`src/hw/rtl/assert_macros.svh`:
```
// Assertion macros shared by the RTL of the band averager.
// Define SYNTH to compile the checks away.
`ifndef ASSERT_MACROS_SVH
`define ASSERT_MACROS_SVH
`ifndef SYNTH
`define ASSERT_IMPL(label, clk, rst_n, prop) \
  label: assert property (@(posedge clk) disable iff (!rst_n) prop) \
    else $error("assertion failed");
`define ASSERT_NEXT(label, clk, rst_n, ante, cons) \
  label: assert property (@(posedge clk) disable iff (!rst_n) (ante) |=> (cons)) \
    else $error("assertion failed");
`else
`define ASSERT_IMPL(label, clk, rst_n, prop)
`define ASSERT_NEXT(label, clk, rst_n, ante, cons)
`endif
`endif

```
`src/hw/rtl/obsa_pkg.sv`:
```
// Package for the octave band spectrum averager.
// Holds the band edge ROM, register indexes and shared widths.
package obsa_pkg;
  localparam int FREQ_W = 19;
  localparam int PART_W = 24;
  localparam int MAG_W  = 25;
  localparam int SQ_W   = 50;
  localparam int EDGE_W = 20;
  localparam int EDGE_LOW_J  = -44;
  localparam int EDGE_HIGH_J = 15;
  localparam logic [EDGE_W-1:0] EDGE_ABOVE = 20'd524288;

  typedef enum logic [1:0] {
    REG_BAND_MODE  = 2'd0,
    REG_FIRST_BAND = 2'd1,
    REG_BAND_COUNT = 2'd2
  } reg_idx_t;

  typedef logic [EDGE_W-1:0] edge_t;

  localparam edge_t EDGE_ROM [60] = '{
    20'd1, 20'd1, 20'd1, 20'd1,
    20'd1, 20'd2, 20'd2, 20'd3, 20'd4, 20'd5, 20'd6, 20'd7, 20'd9, 20'd11,
    20'd14, 20'd18, 20'd23, 20'd28, 20'd36, 20'd45, 20'd57, 20'd71, 20'd90,
    20'd113, 20'd143, 20'd180, 20'd226, 20'd285, 20'd358, 20'd451, 20'd568,
    20'd715, 20'd900, 20'd1133, 20'd1426, 20'd1795, 20'd2260, 20'd2845,
    20'd3582, 20'd4509, 20'd5677, 20'd7147, 20'd8997, 20'd11327, 20'd14260,
    20'd17952, 20'd22601, 20'd28452, 20'd35820, 20'd45094, 20'd56770,
    20'd71469, 20'd89975, 20'd113271, 20'd142600, 20'd179523, 20'd226006,
    20'd284525, 20'd358195, 20'd450941
  };

  // Look up edge j, saturating below and above the table.
  function automatic edge_t edge_at(input logic signed [9:0] j);
    logic signed [9:0] off;
    off = j - 10'(EDGE_LOW_J);
    if (j < 10'(EDGE_LOW_J)) return '0;
    if (j > 10'(EDGE_HIGH_J)) return EDGE_ABOVE;
    return EDGE_ROM[off[5:0]];
  endfunction
endpackage

```
`src/hw/rtl/octave_band_spectrum_averager_top.sv`:
```
// Octave band averager: one bin per transfer, one result per finished band.
// A bin passes through a sequential square root (2 bits a step, with
// a registered squaring stage); each emitted band then goes through
// the shared restoring divider (one quotient bit a cycle). One bin at a time.
// Reset (rst_n low, synchronous) clears the control state, output valid,
// band state and accumulator, and sets octave mode, first band -17, 31 bands.
`include "assert_macros.svh"
module octave_band_spectrum_averager_top import obsa_pkg::*; #(
  parameter int MAX_BANDS     = 48,
  parameter int MAX_BINS_LOG2 = 12
) (
  input  logic        clk,
  input  logic        rst_n,
  input  logic        cfg_valid,
  output logic        cfg_ready,
  input  logic [1:0]  cfg_index,
  input  logic [5:0]  cfg_data,
  input  logic        in_tvalid,
  output logic        in_tready,
  // [18:0] bin_frequency, [42:19] real_part, [66:43] imag_part, [71:67] zero
  input  logic [71:0] in_tdata,
  input  logic        in_tlast,       // last_bin
  output logic        out_tvalid,
  input  logic        out_tready,
  // [23:0] band_mean, [29:24] band_number, [31:30] zero
  output logic [31:0] out_tdata,
  output logic        out_tuser       // final_band
);
  localparam int SUM_W = MAG_W + MAX_BINS_LOG2;
  localparam int DIV_CNT_W = $clog2(SUM_W + 1);
  localparam logic [MAX_BINS_LOG2-1:0] CAP = '1;

  typedef enum logic [2:0] {
    S_IDLE, S_SQ, S_ROOT, S_MEM, S_EVAL, S_DIV, S_OUT
  } state_t;

  state_t state_r;
  logic        mode_r;
  logic [5:0]  first_r, count_r;
  logic [5:0]  band_r;
  logic        done_r;
  logic [FREQ_W-1:0] freq_r;
  logic        last_r;
  logic [PART_W-1:0] ar_r, ai_r;
  logic [SQ_W-1:0]   rad_r;
  logic [MAG_W-1:0]  root_r;
  logic [4:0]        step_r;
  logic        flush_r;

  // Band accumulator memory: one entry holding sum and count, registered read.
  logic [SUM_W+MAX_BINS_LOG2-1:0] acc_mem [1];
  logic [SUM_W+MAX_BINS_LOG2-1:0] acc_rd_r;
  logic        acc_we;
  logic [SUM_W+MAX_BINS_LOG2-1:0] acc_wd;

  logic [SUM_W-1:0] num_r, quo_r;
  logic [SUM_W:0]   rem_r;
  logic [MAX_BINS_LOG2-1:0] den_r;
  logic [DIV_CNT_W-1:0] dcnt_r;
  logic [PART_W-1:0] mean_r;
  logic [5:0] onum_r;
  logic       ofin_r;
  logic       oval_r;

  logic [6:0] cnt_eff;
  logic signed [9:0] k, lo_j, hi_j;
  edge_t lo_e, hi_e;
  logic [SUM_W-1:0] sum_q;
  logic [MAX_BINS_LOG2-1:0] bins_q;
  logic [SUM_W:0] rem_sh;
  logic [PART_W-1:0] re_abs, im_abs;

  assign cnt_eff = ({1'b0, count_r} > 7'(MAX_BANDS)) ? 7'(MAX_BANDS) : {1'b0, count_r};
  assign k    = 10'($signed(first_r)) + 10'(band_r);
  assign lo_j = mode_r ? k : 10'(3 * k - 1);
  assign hi_j = mode_r ? 10'(k + 1) : 10'(3 * k + 2);
  assign lo_e = edge_at(lo_j);
  assign hi_e = edge_at(hi_j);
  assign sum_q  = acc_rd_r[SUM_W+MAX_BINS_LOG2-1:MAX_BINS_LOG2];
  assign bins_q = acc_rd_r[MAX_BINS_LOG2-1:0];
  assign rem_sh = {rem_r[SUM_W-1:0], num_r[SUM_W-1]};
  assign re_abs = in_tdata[42] ? PART_W'(-in_tdata[42:19]) : in_tdata[42:19];
  assign im_abs = in_tdata[66] ? PART_W'(-in_tdata[66:43]) : in_tdata[66:43];

  assign cfg_ready  = 1'b1;
  assign in_tready  = (state_r == S_IDLE);
  assign out_tvalid = oval_r;
  assign out_tdata  = {2'b00, onum_r, mean_r};
  assign out_tuser  = ofin_r;

  // Hold the accumulator memory, read data registered; forward a write
  // landing in the same cycle so the next read sees it.
  always_ff @(posedge clk) begin
    if (acc_we) begin
      acc_mem[0] <= acc_wd;
    end
    acc_rd_r <= acc_we ? acc_wd : acc_mem[0];
  end

  // Square root working values, digit by digit.
  logic [SQ_W+1:0] rem2;
  logic [SQ_W+1:0] tst;
  logic [SQ_W-1:0] sqv_r;
  assign rem2 = {rad_r, sqv_r[SQ_W-1 -: 2]};
  assign tst  = {{(SQ_W - MAG_W){1'b0}}, root_r, 2'b01};

  always_ff @(posedge clk) begin
    acc_we <= 1'b0;
    if (!rst_n) begin
      state_r <= S_IDLE;
      mode_r  <= 1'b0;
      first_r <= 6'h2f;
      count_r <= 6'd31;
      band_r  <= '0;
      done_r  <= 1'b0;
      oval_r  <= 1'b0;
      acc_we  <= 1'b1;
      acc_wd  <= '0;
      step_r  <= '0;
      flush_r <= 1'b0;
    end else begin
      // Take configuration writes.
      if (cfg_valid) begin
        unique case (cfg_index)
          REG_BAND_MODE:  mode_r  <= cfg_data[0];
          REG_FIRST_BAND: first_r <= cfg_data;
          REG_BAND_COUNT: count_r <= cfg_data;
          default: ;
        endcase
      end
      if (oval_r && out_tready) oval_r <= 1'b0;
      unique case (state_r)
        S_IDLE: if (in_tvalid) begin
          freq_r <= in_tdata[18:0];
          last_r <= in_tlast;
          ar_r   <= re_abs;
          ai_r   <= im_abs;
          state_r <= S_SQ;
        end
        S_SQ: begin
          // Registered squares, then root over 25 digit steps.
          sqv_r  <= SQ_W'(ar_r * ar_r) + SQ_W'(ai_r * ai_r);
          rad_r  <= '0;
          root_r <= '0;
          step_r <= 5'd25;
          state_r <= S_ROOT;
        end
        S_ROOT: begin
          if (rem2 >= tst) begin
            rad_r  <= SQ_W'(rem2 - tst);
            root_r <= {root_r[MAG_W-2:0], 1'b1};
          end else begin
            rad_r  <= SQ_W'(rem2);
            root_r <= {root_r[MAG_W-2:0], 1'b0};
          end
          sqv_r  <= {sqv_r[SQ_W-3:0], 2'b00};
          step_r <= step_r - 5'd1;
          if (step_r == 5'd1) begin
            flush_r <= 1'b0;
            state_r <= S_MEM;
          end
        end
        S_MEM: state_r <= S_EVAL;
        S_EVAL: begin
          if (!oval_r || out_tready) begin
            if (!flush_r && !done_r && {1'b0, band_r} < cnt_eff &&
                {1'b0, freq_r} >= lo_e) begin
              if ({1'b0, band_r} < cnt_eff && {1'b0, freq_r} >= hi_e) begin
                state_r <= S_DIV;
              end else if ({1'b0, band_r} < cnt_eff) begin
                if (bins_q < CAP) begin
                  acc_we <= 1'b1;
                  acc_wd <= {SUM_W'(sum_q + SUM_W'(root_r)), bins_q + 1'b1};
                end
                flush_r <= last_r;
                state_r <= last_r ? S_MEM : S_IDLE;
              end
            end else if (last_r && {1'b0, band_r} < cnt_eff) begin
              flush_r <= 1'b1;
              state_r <= S_DIV;
            end else begin
              if (last_r) begin
                band_r <= '0;
                done_r <= 1'b0;
                acc_we <= 1'b1;
                acc_wd <= '0;
              end
              state_r <= S_IDLE;
            end
            num_r  <= sum_q;
            den_r  <= bins_q;
            rem_r  <= '0;
            quo_r  <= '0;
            dcnt_r <= DIV_CNT_W'(SUM_W);
          end
        end
        S_DIV: begin
          // Restoring divide, one quotient bit a cycle.
          if (rem_sh >= (SUM_W+1)'(den_r)) begin
            rem_r <= rem_sh - (SUM_W+1)'(den_r);
            quo_r <= {quo_r[SUM_W-2:0], 1'b1};
          end else begin
            rem_r <= rem_sh;
            quo_r <= {quo_r[SUM_W-2:0], 1'b0};
          end
          num_r  <= {num_r[SUM_W-2:0], 1'b0};
          dcnt_r <= dcnt_r - 1'b1;
          if (dcnt_r == DIV_CNT_W'(1)) state_r <= S_OUT;
        end
        S_OUT: if (!oval_r) begin
          mean_r <= (den_r == '0) ? '0 : quo_r[PART_W-1:0];
          onum_r <= band_r;
          ofin_r <= ({1'b0, band_r} + 7'd1 == cnt_eff);
          oval_r <= 1'b1;
          band_r <= band_r + 6'd1;
          acc_we <= 1'b1;
          acc_wd <= '0;
          if ({1'b0, band_r} + 7'd1 >= cnt_eff && !flush_r && !last_r)
            done_r <= 1'b1;
          state_r <= S_MEM;
        end
        default: state_r <= S_IDLE;
      endcase
    end
  end

  `ASSERT_NEXT(a_out_hold, clk, rst_n, oval_r && !out_tready, oval_r && $stable(out_tdata))
  `ASSERT_IMPL(a_no_in_busy, clk, rst_n, (state_r != S_IDLE) |-> !in_tready)
  `ASSERT_IMPL(a_band_range, clk, rst_n, oval_r |-> ({1'b0, onum_r} < 7'(MAX_BANDS)))
endmodule

```
`config.mk`:
```
export PLATFORM = sky130hd
export DESIGN_NAME = octave_band_spectrum_averager_top
export DESIGN_NICKNAME = d
export VERILOG_FILES = /design/src/hw/rtl/obsa_pkg.sv /design/src/hw/rtl/octave_band_spectrum_averager_top.sv
export VERILOG_INCLUDE_DIRS = /design/src /design/src/hw/rtl
export SDC_FILE = /design/constraint.sdc
export NUM_CORES = 2
export LEC_CHECK = 0
export BUFFER_PORTS_ARGS = -buffer_cell sky130_fd_sc_hd__buf_2
export CORE_ASPECT_RATIO = 0.8
export CORE_MARGIN = 2
export CORE_UTILIZATION = 55
export DETAILED_ROUTE_END_ITERATION = 8
export PLACE_DENSITY = 0.71
export SYNTH_ARGS = -nofsm -noshare
export SYNTH_HDL_FRONTEND = slang
export SYNTH_SLANG_ARGS = --single-unit
export TNS_END_PERCENT = 1
```
`constraint.sdc`:
```
create_clock -name clk -period 15.4 [get_ports clk]
set_input_delay 2.31 -clock clk [delete_from_list [all_inputs] [get_ports clk]]
set_output_delay 2.31 -clock clk [all_outputs]
set_load 0.02 [all_outputs]
```
After elaboration in Yosys (flattened, before gate mapping)
Memory sizes are Yosys's and may differ from the RTL's. A register that Yosys moved wholly into a read port is not among the register bits.
Index checks and enable logic that the tools add are counted.
{"block": "classes", "addsub": 17, "mul": 3, "magnitude_cmp": 14, "eq_ne": 27, "n_mux": 93, "bitwise_logic": 3, "reduce_logical": 33}
{"operator": "$mux W49", "n": 8}
{"operator": "$mux W20", "n": 12}
{"operator": "$pmux W50 S2", "n": 2}
{"operator": "$pmux W37 S2", "n": 2}
{"operator": "$mux W37", "n": 3}
{"operator": "$pmux W49 S2", "n": 1}
{"operator": "$mul A24 B24 Y48", "n": 2}
{"operator": "$ge A52 B27 Y1", "n": 1}
{"operator": "$mux W50", "n": 1}
{"operator": "$pmux W25 S2", "n": 1}
{"operator": "$sub A50 B27 Y50", "n": 1}
{"operator": "$add A48 B48 Y49", "n": 1}
{"operator": "$neg A24 Y24", "n": 2}
{"operator": "$pmux W24 S2", "n": 1}
{"operator": "$mux W23", "n": 2}
{"operator": "$mux W6", "n": 7}
{"operator": "$ge A19 B20 Y1", "n": 2}
{"operator": "$ge A38 B12 Y1", "n": 1}
{"operator": "$add A37 B25 Y37", "n": 1}
{"operator": "$sub A37 B12 Y37", "n": 1}
{"operator": "$mux W1", "n": 33}
{"operator": "$mux W3", "n": 9}
{"operator": "$mux W24", "n": 1}
{"operator": "$pmux W6 S2", "n": 2}
{"operator": "48 further kinds", "n": 93}
{"block": "word_totals", "regBits": 420, "ram_bits": 49, "romBits": 2560, "mem_count": 3}
{"memory": "(name not given)", "depth": 64, "width": 20, "read_ports": 1, "rd_clocked_by_memory_dff": 0, "wr": 0, "line": "obsa_pkg.sv:39", "source": "return EDGE_ROM[off[5:0]];"}
{"memory": "(name not given)", "depth": 64, "width": 20, "read_ports": 1, "rd_clocked_by_memory_dff": 0, "wr": 0, "line": "obsa_pkg.sv:39"}
{"memory": "acc_mem", "depth": 1, "width": 49, "read_ports": 1, "rd_clocked_by_memory_dff": 1, "wr": 1, "line": "octave_band_spectrum_averager_top.sv:51", "source": "logic [SUM_W+MAX_BINS_LOG2-1:0] acc_mem [1];"}

Logic depth before layout (Yosys ltp)
{"block": "depth", "ltp_word": 17, "mapped_depth": 33, "depth_no_buf": 30}

Worst setup path before layout
Ideal clock, no wire load.
{"block": "synth_path", "path_type": "in2reg", "start": "in rst_n", "end": "reg rad_r[0], enable pin", "setup_ns": 0.788, "t_arrival_ns": 11.881, "required_time_ns": 14.612, "path_slack_ns": 2.731, "path_stages": 3, "path_buffers": 2, "path_cell_list": "clkbuf_1 clkbuf_1 nor3b_1"}
{"block": "synth_between", "elab_chain_cells": 1}
{"element": "start: declaration", "line": "octave_band_spectrum_averager_top.sv:13", "source": "input logic rst_n,"}
{"element": "$reduce_and A2 Y1 (no source line)"}
{"element": "end signal: assignment", "line": "octave_band_spectrum_averager_top.sv:150", "source": "rad_r <= SQ_W'(rem2 - tst);"}
{"element": "end signal: assignment", "line": "octave_band_spectrum_averager_top.sv:153", "source": "rad_r <= SQ_W'(rem2);"}
{"element": "end: declaration", "line": "octave_band_spectrum_averager_top.sv:45", "source": "logic [SQ_W-1:0] rad_r;"}
No other way between the ends.
A chain may end at the register's enable or synchronous reset.

Worst setup path after layout
{"block": "layout_path", "start": "reg ar_r[7]", "end": "reg sqv_r[46], data pin"}
{"block": "layout_between", "elab_chain_cells": 3}
{"element": "start: declaration", "line": "octave_band_spectrum_averager_top.sv:44", "source": "logic [PART_W-1:0] ar_r, ai_r;"}
{"element": "start signal: assignment", "line": "octave_band_spectrum_averager_top.sv:136", "source": "ar_r <= re_abs;"}
{"element": "$mul A24 B24 Y48", "line": "octave_band_spectrum_averager_top.sv:142", "source": "sqv_r <= SQ_W'(ar_r * ar_r) + SQ_W'(ai_r * ai_r);"}
{"element": "$add A48 B48 Y49", "line": "octave_band_spectrum_averager_top.sv:142"}
{"element": "$pmux W50 S2", "line": "octave_band_spectrum_averager_top.sv:132", "source": "unique case (state_r)"}
{"element": "end signal: assignment", "line": "octave_band_spectrum_averager_top.sv:142"}
{"element": "end signal: assignment", "line": "octave_band_spectrum_averager_top.sv:156", "source": "sqv_r <= {sqv_r[SQ_W-3:0], 2'b00};"}
{"element": "end: declaration", "line": "octave_band_spectrum_averager_top.sv:103", "source": "logic [SQ_W-1:0] sqv_r;"}
No other way between the ends.

==> impl_metrics.py <==
metrics = {
    "finish": {
        "final_nets": 7788,
        "drive_gt1_frac": 0.0544,
        "antenna_cells": 0,
        "area_growth_pct": 6.36,
    },
    "routing": {
        "wl_mm": 143,
        "first_iter_violations": 3153,
        "wire_per_inst_um": 18.5,
        "avgViaCountPerCell": 5.57,
        "antenna_left": 0,
        "vias": 43100,
        "dr.pass1.iters": 5,
        "drcViolationCount": 0,
    },
    "setup_path": {
        "endpoint_kind": "flip-flop",
        "crit_family": "adder cells",
        "worst-path-stages": 26,
        "cp_slowest_cell": "edfxtp_1",
        "critPathKind": "flip-flop to flip-flop",
        "cp.required_ps": 15820,
        "worst_setup_path_start_kind": "flip-flop",
        "crit_buf_inv": 5,
        "arrival_ps": 10800,
        "max_stage_delay_ps": 1210,
        "r2r_cells": 26,
        "crit_top_cell": "fa_1",
        "path_max_fanout": 24,
    },
    "sta": {
        "hold_violations": 0,
        "worst_pin_slew_ps": 1300,
        "rsz0062_at_grt": "no",
        "fmax_ghz": 0.0963,
        "slew_violations": 0,
        "maxSlewHeadroom": 0.130,
        "finClkSkew_ps": 32.3,
        "fin_setup_tns_ps": 0,
        "final-setup-viol-count": 0,
        "fin_crit_sh": 0.674,
        "period_minus_slack_ps": 10390,
    },
    "synthesis": {
        "synth_cell_types": 101,
        "syn-mean-instance-area_um2": 9.67,
        "ys.flop_type": "edfxtp_1",
        "syn_inst": 6265,
        "synth_area_leaders": "fa_1 (31%), edfxtp_1 (19%), ha_1 (10%)",
        "yosysTopAreaCell": "fa_1",
        "ys_seq_area_frac": 0.219,
        "synth_most_common_cell": "inv_1",
        "netlist.area_leader.share": 0.310,
        "synthTopCellsByCount": "inv_1 (1198), fa_1 (938), nand2_1 (741)",
        "synth_edf_count": 389,
        "ys_ff_latch": 469,
        "syn_area_um2": 60600,
        "async_reset_ff_frac": 0,
        "yosysWarnings": 0,
    },
    "clock_network": {
        "clkTransAtPathRegs_ps": 70,
        "cts_tree": "yes",
        "hold_buffers": 0,
        "post_cts_buffers": 0,
        "clkLatencyLatePin_ps": 670,
        "cts.sinks": 469,
        "ctsRootBufferMaster": "clkbuf_16",
        "cts.repair.resized": 0,
        "h-tree-depth": 2,
        "cts_inserted_buffers": 53,
        "clock_path_buffers": 3,
    },
    "floorplan": {
        "io-pin-count": 122,
        "start_util": 0.557,
        "core_um2": 109000,
        "die_y_um": 301,
        "rows": 108,
        "dieArea_um2": 113000,
        "die_x_um": 375,
    },
    "min_path": {
        "whs_path_depth": 0,
        "hold_class": "flip-flop to flip-flop",
    },
    "run": {
        "drv_cap": 0,
    },
    "global_route": {
        "grt_max_degree": 82,
        "grt_usage": 0.263,
        "grt_pass1_wl_mm": 238,
        "grt_pass1_vias": 45300,
        "antenna_found_initial": 0,
        "gr-total-overflow": 0,
    },
    "place": {
        "dpl.hpwl_mm": 111,
        "gp_congestion": 0.910,
        "numPortBuffers": 113,
    },
    "run_status": {
        "outcome": "completed",
    },
}
## stage by stage
| stage | instance area [µm²] | hold WS [ps] | setup slack [ps] | utilization | instances |
|---|---|---|---|---|---|
| 2_1_floorplan | 60600 | 408 | 2730 | - | 6266 |
| 3_3_place_gp | 62500 | 410 | 5010 | 0.575 | 7635 |
| 3_5_place_dp | 62500 | 415 | 4940 | 0.575 | 7635 |
| 4_1_cts | 64400 | 413 | 4830 | 0.592 | 7735 |
| 5_1_grt | 64400 | 431 | 4550 | 0.592 | 7736 |
| 6_report | 64400 | 413 | 5010 | 0.592 | 7736 |
## state kept, by name (all words and copies together), names as in the netlist, 12 cells and up
signal	cells
acc_mem	49
acc_wd	49
ai_r	24
ar_r	24
den_r	12
freq_r	19
mean_r	24
num_r	37
quo_r	24
rad_r	50
rem_r	37
root_r	25
sqv_r	50
## cell families (layout without fill, tap and decap cells)
group,after synthesis,count (layout),share of synthesized area
and+or+nand+nor,1799,1799,0.144
muxes,59,59,0.00983
DFF,469,469,0.219
adders and majority gates,1441,1441,0.414
AOI/OAI and AO/OA,831,831,0.0906
buffers and inverters,1450,1490,0.0911
other,2,3,0.000124
xor gates and xnor gates,214,214,0.0312
## layout by cell type, fill, tap and decap left out, types with 12 or more instances in the layout
master / instances
o311ai_0: 15
a21boi_0: 17
ha_1: 503
xor2_1: 62
nor2b_1: 47
nand3b_1: 12
a21o_1: 65
clkbuf_16: 56
nor3b_1: 16
nand2_1: 739
and3_1: 54
o21ai_1: 17
o21a_1: 39
nor2_1: 273
or4_1: 27
a311oi_1: 14
and2_1: 280
mux2i_1: 55
a31oi_1: 28
nand4_1: 33
o41ai_1: 17
dfxtp_1: 79
or3_1: 36
nand3_1: 72
nor4_1: 34
fa_1: 938
o211ai_1: 32
a21oi_1: 203
buf_2: 113
xnor2_1: 150
nand2b_1: 39
inv_1: 1198
edfxtp_1: 389
o211a_1: 12
buf_4: 76
o31ai_1: 20
a211oi_1: 34
o21ai_0: 196
nor3_1: 72
or2_2: 22
## final timing paths
kind | to | from | slack [ps]
max reg2reg | sqv_r[46] | ar_r[7] | 5010
max | sqv_r[46] | ar_r[7] | 5010
min reg2reg | acc_mem[0][2] | acc_wd[2] | 410
min | acc_mem[0][2] | acc_wd[2] | 410
## final cells by class
| cell class | instances | area, µm² |
|---|---|---|
| Clock buffer | 68 | 1480 |
| Multi-Input combinational cell | 4347 | 41800 |
| Tap cell | 1430 | 1790 |
| Inverter | 1200 | 4500 |
| Fill cell | 9219 | 44400 |
| Clock inverter | 32 | 410 |
| Timing Repair Buffer | 190 | 1140 |
| Sequential cell | 469 | 13300 |
## metal layers
layer,part of all wire,wire length (µm),track usage
met2,0.44,62800,0.402
met5,0,0,0
met3,0.079,11300,0.0588
met4,0.023,3260,0.0661
met1,0.46,65400,0.381
Power is not shown: default switching activity piles up to over one toggle a cycle in this logic, so the estimate is an artifact.
